[src/rtl/core/sfd_pkg.sv]
// ============================================================================
// sfd_pkg
// Shared types and constants of the SPI frame deframer.
// ============================================================================
`default_nettype none

package sfd_pkg;

   localparam int unsigned ByteWidth   = 8;
   localparam int unsigned StatusWidth = 2;
   localparam int unsigned CsrIdxWidth = 2;

   localparam logic [ByteWidth-1:0] StartMarkerReset = 8'hF1;
   localparam logic [ByteWidth-1:0] DummyIdReset     = 8'hE1;
   localparam logic [ByteWidth-1:0] DataIdReset      = 8'hE2;

   typedef enum logic [CsrIdxWidth-1:0] {
      CSR_START_MARKER = 2'd0,
      CSR_DUMMY_ID     = 2'd1,
      CSR_DATA_ID      = 2'd2,
      CSR_UNUSED       = 2'd3
   } csr_idx_type;

   typedef enum logic [StatusWidth-1:0] {
      ST_PAYLOAD     = 2'd0,
      ST_DUMMY_EMPTY = 2'd1,
      ST_DATA_EMPTY  = 2'd2
   } status_type;

   typedef enum logic [2:0] {
      PH_HUNT       = 3'd0,
      PH_ID         = 3'd1,
      PH_DUMMY_LEN  = 3'd2,
      PH_DUMMY_BODY = 3'd3,
      PH_DATA_LEN   = 3'd4,
      PH_DATA_BODY  = 3'd5
   } phase_type;

   typedef struct packed {
      logic [ByteWidth-1:0] start_marker;
      logic [ByteWidth-1:0] dummy_id;
      logic [ByteWidth-1:0] data_id;
   } cfg_type;

   typedef struct packed {
      status_type           status;
      logic [ByteWidth-1:0] payload_byte;
      logic [ByteWidth-1:0] frame_length;
      logic                 last_of_frame;
   } result_type;

endpackage

`default_nettype wire

[src/rtl/core/sfd_csr.sv]
// ============================================================================
// sfd_csr
// Configuration registers: start marker, dummy id and data id.
// ============================================================================
`default_nettype none

module sfd_csr (
   input  wire logic                          clock,
   input  wire logic                          reset,
   input  wire logic                          csr_write,
   input  wire logic [sfd_pkg::CsrIdxWidth-1:0] csr_index,
   input  wire logic [sfd_pkg::ByteWidth-1:0]   csr_data,
   output sfd_pkg::cfg_type                   cfg
);

   sfd_pkg::cfg_type cfg_ff;
   sfd_pkg::cfg_type cfg_in;

   always_comb begin
      cfg_in = cfg_ff;
      if (csr_write) begin
         unique case (sfd_pkg::csr_idx_type'(csr_index))
            sfd_pkg::CSR_START_MARKER: cfg_in.start_marker = csr_data;
            sfd_pkg::CSR_DUMMY_ID:     cfg_in.dummy_id     = csr_data;
            sfd_pkg::CSR_DATA_ID:      cfg_in.data_id      = csr_data;
            default:                   cfg_in              = cfg_ff;
         endcase
      end
   end

   always_ff @(posedge clock) begin
      if (reset) begin
         cfg_ff.start_marker <= sfd_pkg::StartMarkerReset;
         cfg_ff.dummy_id     <= sfd_pkg::DummyIdReset;
         cfg_ff.data_id      <= sfd_pkg::DataIdReset;
      end else begin
         cfg_ff <= cfg_in;
      end
   end

   assign cfg = cfg_ff;

endmodule

`default_nettype wire

[src/rtl/core/sfd_in_reg.sv]
// ============================================================================
// sfd_in_reg
// Input register: capture one received byte per request.
// ============================================================================
`default_nettype none

module sfd_in_reg (
   input  wire logic                        clock,
   input  wire logic                        reset,
   input  wire logic                        req_valid,
   output      logic                        req_ready,
   input  wire logic [sfd_pkg::ByteWidth-1:0] req_rx_byte,
   input  wire logic                        advance,
   output      logic                        byte_valid,
   output      logic [sfd_pkg::ByteWidth-1:0] byte_data
);

   logic                        valid_ff;
   logic                        valid_in;
   logic [sfd_pkg::ByteWidth-1:0] data_ff;
   logic                        load;

   assign req_ready = !valid_ff || advance;
   assign load      = req_valid && req_ready;

   always_comb begin
      valid_in = valid_ff;
      if (load) begin
         valid_in = 1'b1;
      end else if (advance) begin
         valid_in = 1'b0;
      end
   end

   always_ff @(posedge clock) begin
      if (reset) begin
         valid_ff <= 1'b0;
      end else begin
         valid_ff <= valid_in;
      end
   end

   always_ff @(posedge clock) begin
      if (load) begin
         data_ff <= req_rx_byte;
      end
   end

   assign byte_valid = valid_ff;
   assign byte_data  = data_ff;

endmodule

`default_nettype wire

[src/rtl/core/sfd_deframe.sv]
// ============================================================================
// sfd_deframe
// Frame state machine: phase, remaining body count and frame length.
// ============================================================================
`default_nettype none

module sfd_deframe (
   input  wire logic                        clock,
   input  wire logic                        reset,
   input  wire logic                        advance,
   input  wire logic [sfd_pkg::ByteWidth-1:0] rx_byte,
   input  wire sfd_pkg::cfg_type            cfg,
   output      logic                        result_valid,
   output sfd_pkg::result_type              result
);

   sfd_pkg::phase_type            phase_ff;
   sfd_pkg::phase_type            phase_in;
   logic [sfd_pkg::ByteWidth-1:0] bytes_left_ff;
   logic [sfd_pkg::ByteWidth-1:0] bytes_left_in;
   logic [sfd_pkg::ByteWidth-1:0] length_ff;
   logic [sfd_pkg::ByteWidth-1:0] length_in;
   logic [sfd_pkg::ByteWidth-1:0] left_dec;

   assign left_dec = bytes_left_ff - 8'd1;

   always_comb begin
      phase_in      = phase_ff;
      bytes_left_in = bytes_left_ff;
      length_in     = length_ff;
      result_valid  = 1'b0;
      result        = '{status: sfd_pkg::ST_PAYLOAD, payload_byte: '0,
                        frame_length: '0, last_of_frame: 1'b0};
      unique case (phase_ff)
         sfd_pkg::PH_HUNT: begin
            if (rx_byte == cfg.start_marker) begin
               phase_in = sfd_pkg::PH_ID;
            end
         end
         sfd_pkg::PH_ID: begin
            if (rx_byte == cfg.dummy_id) begin
               phase_in = sfd_pkg::PH_DUMMY_LEN;
            end else if (rx_byte == cfg.data_id) begin
               phase_in = sfd_pkg::PH_DATA_LEN;
            end else begin
               phase_in = sfd_pkg::PH_HUNT;
            end
         end
         sfd_pkg::PH_DUMMY_LEN, sfd_pkg::PH_DATA_LEN: begin
            length_in     = rx_byte;
            bytes_left_in = rx_byte;
            if (rx_byte == '0) begin
               phase_in      = sfd_pkg::PH_HUNT;
               result_valid  = 1'b1;
               result.status = (phase_ff == sfd_pkg::PH_DUMMY_LEN) ?
                               sfd_pkg::ST_DUMMY_EMPTY : sfd_pkg::ST_DATA_EMPTY;
            end else begin
               phase_in = (phase_ff == sfd_pkg::PH_DUMMY_LEN) ?
                          sfd_pkg::PH_DUMMY_BODY : sfd_pkg::PH_DATA_BODY;
            end
         end
         sfd_pkg::PH_DUMMY_BODY: begin
            bytes_left_in = left_dec;
            if (left_dec == '0) begin
               phase_in = sfd_pkg::PH_HUNT;
            end
         end
         sfd_pkg::PH_DATA_BODY: begin
            bytes_left_in        = left_dec;
            result_valid         = 1'b1;
            result.payload_byte  = rx_byte;
            result.frame_length  = length_ff;
            result.last_of_frame = (left_dec == '0);
            if (left_dec == '0) begin
               phase_in = sfd_pkg::PH_HUNT;
            end
         end
         default: begin
            phase_in = sfd_pkg::PH_HUNT;
         end
      endcase
   end

   always_ff @(posedge clock) begin
      if (reset) begin
         phase_ff      <= sfd_pkg::PH_HUNT;
         bytes_left_ff <= '0;
         length_ff     <= '0;
      end else if (advance) begin
         phase_ff      <= phase_in;
         bytes_left_ff <= bytes_left_in;
         length_ff     <= length_in;
      end
   end

endmodule

`default_nettype wire

[src/rtl/core/sfd_out_reg.sv]
// ============================================================================
// sfd_out_reg
// Result register: hold one response until it is taken.
// ============================================================================
`default_nettype none

module sfd_out_reg (
   input  wire logic                           clock,
   input  wire logic                           reset,
   input  wire logic                           load,
   input  wire sfd_pkg::result_type            result,
   output      logic                           free,
   output      logic                           rsp_valid,
   input  wire logic                           rsp_ready,
   output      logic [sfd_pkg::StatusWidth-1:0] rsp_status,
   output      logic [sfd_pkg::ByteWidth-1:0]   rsp_payload_byte,
   output      logic [sfd_pkg::ByteWidth-1:0]   rsp_frame_length,
   output      logic                           rsp_last_of_frame
);

   logic                valid_ff;
   logic                valid_in;
   sfd_pkg::result_type data_ff;

   assign free = !valid_ff || rsp_ready;

   always_comb begin
      valid_in = valid_ff;
      if (load) begin
         valid_in = 1'b1;
      end else if (rsp_ready) begin
         valid_in = 1'b0;
      end
   end

   always_ff @(posedge clock) begin
      if (reset) begin
         valid_ff <= 1'b0;
      end else begin
         valid_ff <= valid_in;
      end
   end

   always_ff @(posedge clock) begin
      if (load) begin
         data_ff <= result;
      end
   end

   assign rsp_valid         = valid_ff;
   assign rsp_status        = data_ff.status;
   assign rsp_payload_byte  = data_ff.payload_byte;
   assign rsp_frame_length  = data_ff.frame_length;
   assign rsp_last_of_frame = data_ff.last_of_frame;

endmodule

`default_nettype wire

[src/rtl/core/spi_frame_deframer_top.sv]
// ============================================================================
// spi_frame_deframer_top
// Recover frames (start, id, length, body) from received SPI bytes.
// ============================================================================
//  channel   handshake               payload
//  req       req_valid / req_ready   req_rx_byte
//  rsp       rsp_valid / rsp_ready   rsp_status, rsp_payload_byte,
//                                    rsp_frame_length, rsp_last_of_frame
//  csr       csr_write               csr_index, csr_data
//
//  One request per cycle while responses are taken; a response passes
//  through the input register and then the result register.
//  Reset returns to hunting and reloads the default markers and ids.
//  A held response stalls the frame logic and, once the input register
//  is full, req_ready.
// ============================================================================
`default_nettype none

module spi_frame_deframer_top (
   input  wire logic                            clock,
   input  wire logic                            reset,
   input  wire logic                            req_valid,
   output      logic                            req_ready,
   input  wire logic [sfd_pkg::ByteWidth-1:0]   req_rx_byte,
   output      logic                            rsp_valid,
   input  wire logic                            rsp_ready,
   output      logic [sfd_pkg::StatusWidth-1:0] rsp_status,
   output      logic [sfd_pkg::ByteWidth-1:0]   rsp_payload_byte,
   output      logic [sfd_pkg::ByteWidth-1:0]   rsp_frame_length,
   output      logic                            rsp_last_of_frame,
   input  wire logic                            csr_write,
   input  wire logic [sfd_pkg::CsrIdxWidth-1:0] csr_index,
   input  wire logic [sfd_pkg::ByteWidth-1:0]   csr_data
);

   sfd_pkg::cfg_type              cfg;
   sfd_pkg::result_type           result;
   logic                          result_valid;
   logic                          byte_valid;
   logic [sfd_pkg::ByteWidth-1:0] byte_data;
   logic                          out_free;
   logic                          advance;

   assign advance = byte_valid && out_free;

   sfd_csr u_csr (
      .clock     (clock),
      .reset     (reset),
      .csr_write (csr_write),
      .csr_index (csr_index),
      .csr_data  (csr_data),
      .cfg       (cfg)
   );

   sfd_in_reg u_in_reg (
      .clock       (clock),
      .reset       (reset),
      .req_valid   (req_valid),
      .req_ready   (req_ready),
      .req_rx_byte (req_rx_byte),
      .advance     (advance),
      .byte_valid  (byte_valid),
      .byte_data   (byte_data)
   );

   sfd_deframe u_deframe (
      .clock        (clock),
      .reset        (reset),
      .advance      (advance),
      .rx_byte      (byte_data),
      .cfg          (cfg),
      .result_valid (result_valid),
      .result       (result)
   );

   sfd_out_reg u_out_reg (
      .clock             (clock),
      .reset             (reset),
      .load              (advance && result_valid),
      .result            (result),
      .free              (out_free),
      .rsp_valid         (rsp_valid),
      .rsp_ready         (rsp_ready),
      .rsp_status        (rsp_status),
      .rsp_payload_byte  (rsp_payload_byte),
      .rsp_frame_length  (rsp_frame_length),
      .rsp_last_of_frame (rsp_last_of_frame)
   );

endmodule

`default_nettype wire

[config.mk]
export PLATFORM = sky130hd
export DESIGN_NAME = spi_frame_deframer_top
export DESIGN_NICKNAME = d
export VERILOG_FILES = /design/src/rtl/core/sfd_pkg.sv /design/src/rtl/core/sfd_csr.sv /design/src/rtl/core/sfd_in_reg.sv /design/src/rtl/core/sfd_deframe.sv /design/src/rtl/core/sfd_out_reg.sv /design/src/rtl/core/spi_frame_deframer_top.sv
export SDC_FILE = /design/constraint.sdc
export NUM_CORES = 1
export LEC_CHECK = 0
export ABC_AREA = 1
export BUFFER_PORTS_ARGS = -buffer_cell sky130_fd_sc_hd__buf_2
export CAP_MARGIN = 20
export CORE_ASPECT_RATIO = 0.6
export CORE_MARGIN = 10
export CORE_UTILIZATION = 40
export DETAILED_ROUTE_END_ITERATION = 7
export PLACE_DENSITY = 0.7
export RECOVER_POWER = 25
export SETUP_SLACK_MARGIN = 0.5
export SKIP_LAST_GASP = 1
export SLEW_MARGIN = 10
export SYNTH_ARGS = -nofsm -noshare
export SYNTH_HDL_FRONTEND = slang
export SYNTH_SLANG_ARGS = --single-unit
[constraint.sdc]
create_clock -name clock -period 2.5 [get_ports clock]
set_input_delay 0.25 -clock clock [delete_from_list [all_inputs] [get_ports clock]]
set_output_delay 0.25 -clock clock [all_outputs]
set_load 0.02 [all_outputs]
### Yosys cells after proc, flatten, opt, wreduce, memory -nomap -nowiden

Index checks and enable logic that the tools add are counted.

* bits in registers: 72
* logic and storage cells: 64
* output and inout port bits: 21
* bits of input ports: 23

* multiplexer cells: 15
* reductions and logical operators: 23
* equal/unequal tests: 12
* add/sub/neg operators: 1

Operators with widths (count)
* == test 8 bit: 3
* 2-to-1 mux 3 bit: 6
* logical NOT 8 bit: 2
* one-hot mux 8 bit (2 select lines): 1
* one-hot mux 3 bit (4 select lines): 1
* AND reduction 2 bit: 6
* subtractor 8 x 1 -> 8 bit, second input constant: 1
* == test 3 x 2 -> 1 bit, second input constant: 2
* == test 3 bit, second input constant: 2
* nonzero test 2 bit: 3
* 2-to-1 mux 1 bit: 5
* != test 2 x 1 -> 1 bit, second input constant: 2
* OR reduction 2 bit: 2
* == test 3 x 1 -> 1 bit, second input constant: 1
* logical AND 1 bit: 3
* logical NOT 3 bit: 1
* AND reduction 3 bit: 1
* == test 2 x 1 -> 1 bit, second input constant: 1
* == test 2 bit, second input constant: 1
* logical NOT 1 bit: 2
* logical NOT 2 bit: 1
* logical OR 1 bit: 2
* 2-to-1 mux 2 bit: 1
* one-hot mux 1 bit (2 select lines): 1

### Depth between registers and ports, before layout

* depth after elaboration: 6
* gate-level depth with buffers: 13
* gate-level depth less buffers: 13

### Modules after synthesis

A second synthesis with hierarchy kept.

* cells, all modules: 438
* area total of the unflattened synthesis: 3485.8 um^2

Modules (own cells, without submodules)
* sfd_deframe: cells an instance 264, instances 1, area an instance 1597.8 um^2
* sfd_csr: cells an instance 132, instances 1, area an instance 969.7 um^2
* sfd_out_reg: cells an instance 24, instances 1, area an instance 613.1 um^2
* sfd_in_reg: cells an instance 14, instances 1, area an instance 287.8 um^2
* spi_frame_deframer_top: cells an instance 4, instances 1, area an instance 17.5 um^2

### Least setup slack after synthesis

Ideal clock, no wire load.

* path type: flip-flop to flip-flop
* from: register u_in_reg.data_ff, in the netlist u_in_reg.byte_data[7]
* to: register u_out_reg.data_ff, in the netlist u_out_reg.rsp_frame_length[0], enable pin
* cell stages (with the launch flop): 6
* setup slack: 0.217 ns
* buffers on the path: 0
* setup time: 0.403 ns
* data arrival time: 1.879 ns
* cell sequence: edfxtp_1 -> inv_1 -> nand4_1 -> nor2_1 -> inv_1 -> o22ai_1

* longest elaborated chain between the ends: 4

Ends and longest elaborated chain
* start, declared: RTL line sfd_in_reg.sv:20 `logic [sfd_pkg::ByteWidth-1:0] data_ff;`
* start signal, assigned: RTL line sfd_in_reg.sv:45 `data_ff <= req_rx_byte;`
* logical NOT 8 bit: RTL line sfd_deframe.sv:52 `if (rx_byte == '0) begin`
* 2-to-1 mux 1 bit: RTL line sfd_deframe.sv:52
* one-hot mux 1 bit (2 select lines): RTL line sfd_deframe.sv:34 `unique case (phase_ff)`
* logical AND 1 bit: RTL line spi_frame_deframer_top.sv:79 `.load (advance && result_valid),`
* net u_out_reg.load: RTL line sfd_out_reg.sv:10 `input wire logic load,`
* end signal, assigned: RTL line sfd_out_reg.sv:46 `data_ff <= result;`
* end, declared: RTL line sfd_out_reg.sv:23 `sfd_pkg::result_type data_ff;`

The timed path passes the listed nets, and every way through them passes these cells.
A chain may end at the register's enable or synchronous reset.

### Final worst setup path

* from: register u_in_reg.data_ff, in the netlist u_in_reg.byte_data[5]
* to: register u_out_reg.data_ff, in the netlist u_out_reg.rsp_frame_length[5], enable pin

The elaborated chain is that of the path after synthesis.

==> metrics.cfg <==
[placement]
place_hpwl_microns = 6120
place_ws_ps = 659
port_buffers = 43
gp_congestion = 0.891

[routing]
wl_per_cell_microns = 14.4
detail_route.iter0.violations = 232
first_pass_iters = 5
drc_errors = 0
drt-total-wl_microns = 8160
vias = 2772
via_per_inst = 4.89
antenna_left = 0

[cts]
insertion_delay_ps = 330
htreeDepth = 3
numCtsBuffers = 9
clock-root-buffer = clkbuf_16
clock_sinks = 72
cts_tree = built
cts.reportedPaths.clkPinSlew_ps = 50
cts_buffer_depth = 2

[timing]
fin_skew_ps = 4.08
whs_ps = 89.1
finalCritPeriodShare = 0.722
slew_viol_final = 0
setup_tns_ps = 0
slew_headroom = 0.362
hold_viol = 0
max_freq_mhz = 554
fin_crit_ps = 1800
setup_slack_ps = 695
rsz0062_at_grt = no
setup_viol = 0
tightest_slew_ps = 958

[die]
die_w_microns = 137
io_pins = 44
num_rows = 25
initial_core_util = 0.413
die_h_microns = 90.2
dieArea_sq_um = 12400
core_area_sq_um = 7950

[synthesis]
syn-num-nets = 431
synth_warnings = 0
yosysSeqAreaShare = 0.521
synthTopCellsByArea = dfxtp_1 (27%), edfxtp_1 (25%), nand2_1 (10%), nor2_1 (6.4%), inv_1 (5.5%)
synth_cells = 406
synthDistinctLibCells = 32
ys_seq_elements = 72
avgSynthCellArea_sq_um = 8.09
synth_area_sq_um = 3280
synth_top_area_share = 0.274
post-synth-top-area-cell = dfxtp_1

[critical_path]
timing.rr.start = u_in_reg.byte_data[5]
critical-path-max-stage-delay_ps = 530
crit_type = flop to flop
worstSetupStartpointType = flop
endpoint_kind = flop
crit_arrival_ps = 1840
worst-path-buf-inv = 3
critPathSlowestCell = edfxtp_1
path_max_fanout = 20
crit_path_frequent_cell = inv_1
cp_cell_sequence = inv_1, nand4_1, nor2_1, inv_1, o22ai_2, buf_6
rr_endpoint = u_out_reg.rsp_frame_length[5]
reg2reg_depth = 6
crit_family = buffers and inverters
worstPathRequired_ps = 2530
ff2ff_setup_slack_ps = 700

[run]
maxCapViolCount = 0

[run_status]
status = finished clean

[layout]
final_common_cell = nand2_1
diodes = 0
final_layout_size_suffix_gt1_frac = 0.144
fin_nets = 479
mostFrequentLayoutCells = nand2_1 (91), nor2_1 (56), inv_1 (48)
syn2layout_area_growth_pct = 20.3
fin_util = 0.497

[global_route]
track_usage = 0.137
gr-total-overflow = 0
grt_pass1_wl_microns = 13300
grt_max_degree = 25
grt_pass1_vias = 2548
antenna_found_initial = 0

[power_and_ir_drop]
ir_worst_vdd_uv = 519
p_clk_frac = 0.486
pwr-share-seq = 0.449
switching_share = 0.218
p_comb_frac = 0.065
p_sw_mw = 0.624
p_int_mw = 2.24
power_leakage_nw = 1.60
pwr_density_cell_nw_per_um2 = 726

[hold_path]
whs_path_depth = 1
min_from = req_rx_byte[4]
hp-class = input pin to flop
min_to = u_in_reg.byte_data[4]

logic make-up after synthesis:
logic type               synth area share
buffers and inverters              0.0766
adder cells (fa/ha/maj)           0.00762
AO/OA/AOI/OAI                       0.120
XOR/XNOR                           0.0373
flip-flops                          0.521
AND/OR/NAND/NOR                     0.237
flip-flops by register name, summed over array words and instances (netlist names):
signal                       count
u_deframe.bytes_left_ff          8
u_out_reg.rsp_last_of_frame      1
u_in_reg.byte_valid              1
u_out_reg.rsp_frame_length       8
u_deframe.length_ff              8
u_out_reg.rsp_status             2
u_out_reg.rsp_valid              1
u_in_reg.byte_data               8
u_out_reg.rsp_payload_byte       8
u_csr.cfg                       24
u_deframe.phase_ff               3
through the flow:
stage,cells,total power [mW],cell area (sq um)
final,567,2.87,3950
after global routing,567,2.99,3950
after CTS,565,2.89,3950
after detailed placement,549,1.49,3610
after global placement,549,1.49,3610
after floorplan,406,1.42,3290
area by class of cell:
class / count / area, sq um
Clock inverter: 5 / 78.8
Sequential cell: 72 / 1710
Inverter: 53 / 204
Clock buffer: 11 / 253
Timing Repair Buffer: 48 / 240
Multi-Input combinational cell: 270 / 1330
Fill cell: 790 / 4000
Tap cell: 108 / 135
power groups by stage:
stage | sequential (mW) | combinational (mW) | clock [mW]
after CTS | 1.29 | 0.181 | 1.42
after global placement | 1.31 | 0.176 | 0
after global routing | 1.29 | 0.213 | 1.49
final | 1.29 | 0.187 | 1.39
after floorplan | 1.29 | 0.129 | 0
after detailed placement | 1.31 | 0.179 | 0
metal layers:
| metal | wire [microns] | vias to the layer above | global-route usage |
|---|---|---|---|
| li1 | - | 1405 | - |
| met1 | 4040 | 1247 | 0.201 |
| met2 | 3100 | 109 | 0.176 |
| met3 | 913 | 11 | 0.0561 |
| met4 | 104 | 0 | 0.0402 |
| met5 | 0 | - | 0 |
synthesized netlist by cell type (all sizes together):
master and count:
o22ai 1, a21oi 29, o211ai 7, nor2 57, nand3b 2, clkbuf 5, o21ai 31, dfxtp 45
clkinv 1, inv 52, nand2 95, nand3 20, xor2 2, a31oi 1, nor3 4, ha 2
edfxtp 27, xnor2 12, a211oi 2, buf 6, nand4 5
worst max path at each step:
stage | cells after the start | endpoint | slack, ps | start
finish | 6 | u_out_reg.rsp_frame_length[5] | 700 | u_in_reg.byte_data[5]
global route | 13 | u_deframe.phase_ff[2] | 510 | u_deframe.bytes_left_ff[0]
CTS | 6 | u_out_reg.rsp_frame_length[2] | 650 | u_in_reg.byte_data[2]
detailed placement | 6 | u_out_reg.rsp_frame_length[2] | 660 | u_in_reg.byte_data[2]
global placement | 6 | u_out_reg.rsp_frame_length[2] | 690 | u_in_reg.byte_data[5]
floorplan | 5 | u_out_reg.rsp_frame_length[0] | 690 | u_in_reg.byte_data[7]
repair_timing:
| action | 4_1_cts | 5_1_grt |
|---|---|---|
| gates resized for setup | 0 | 1 |
| setup endpoints to repair | 0 | 20 |
| hold buffers | 0 | 0 |
| setup buffers | 0 | 2 |
Power figures use the tool's default switching activity.
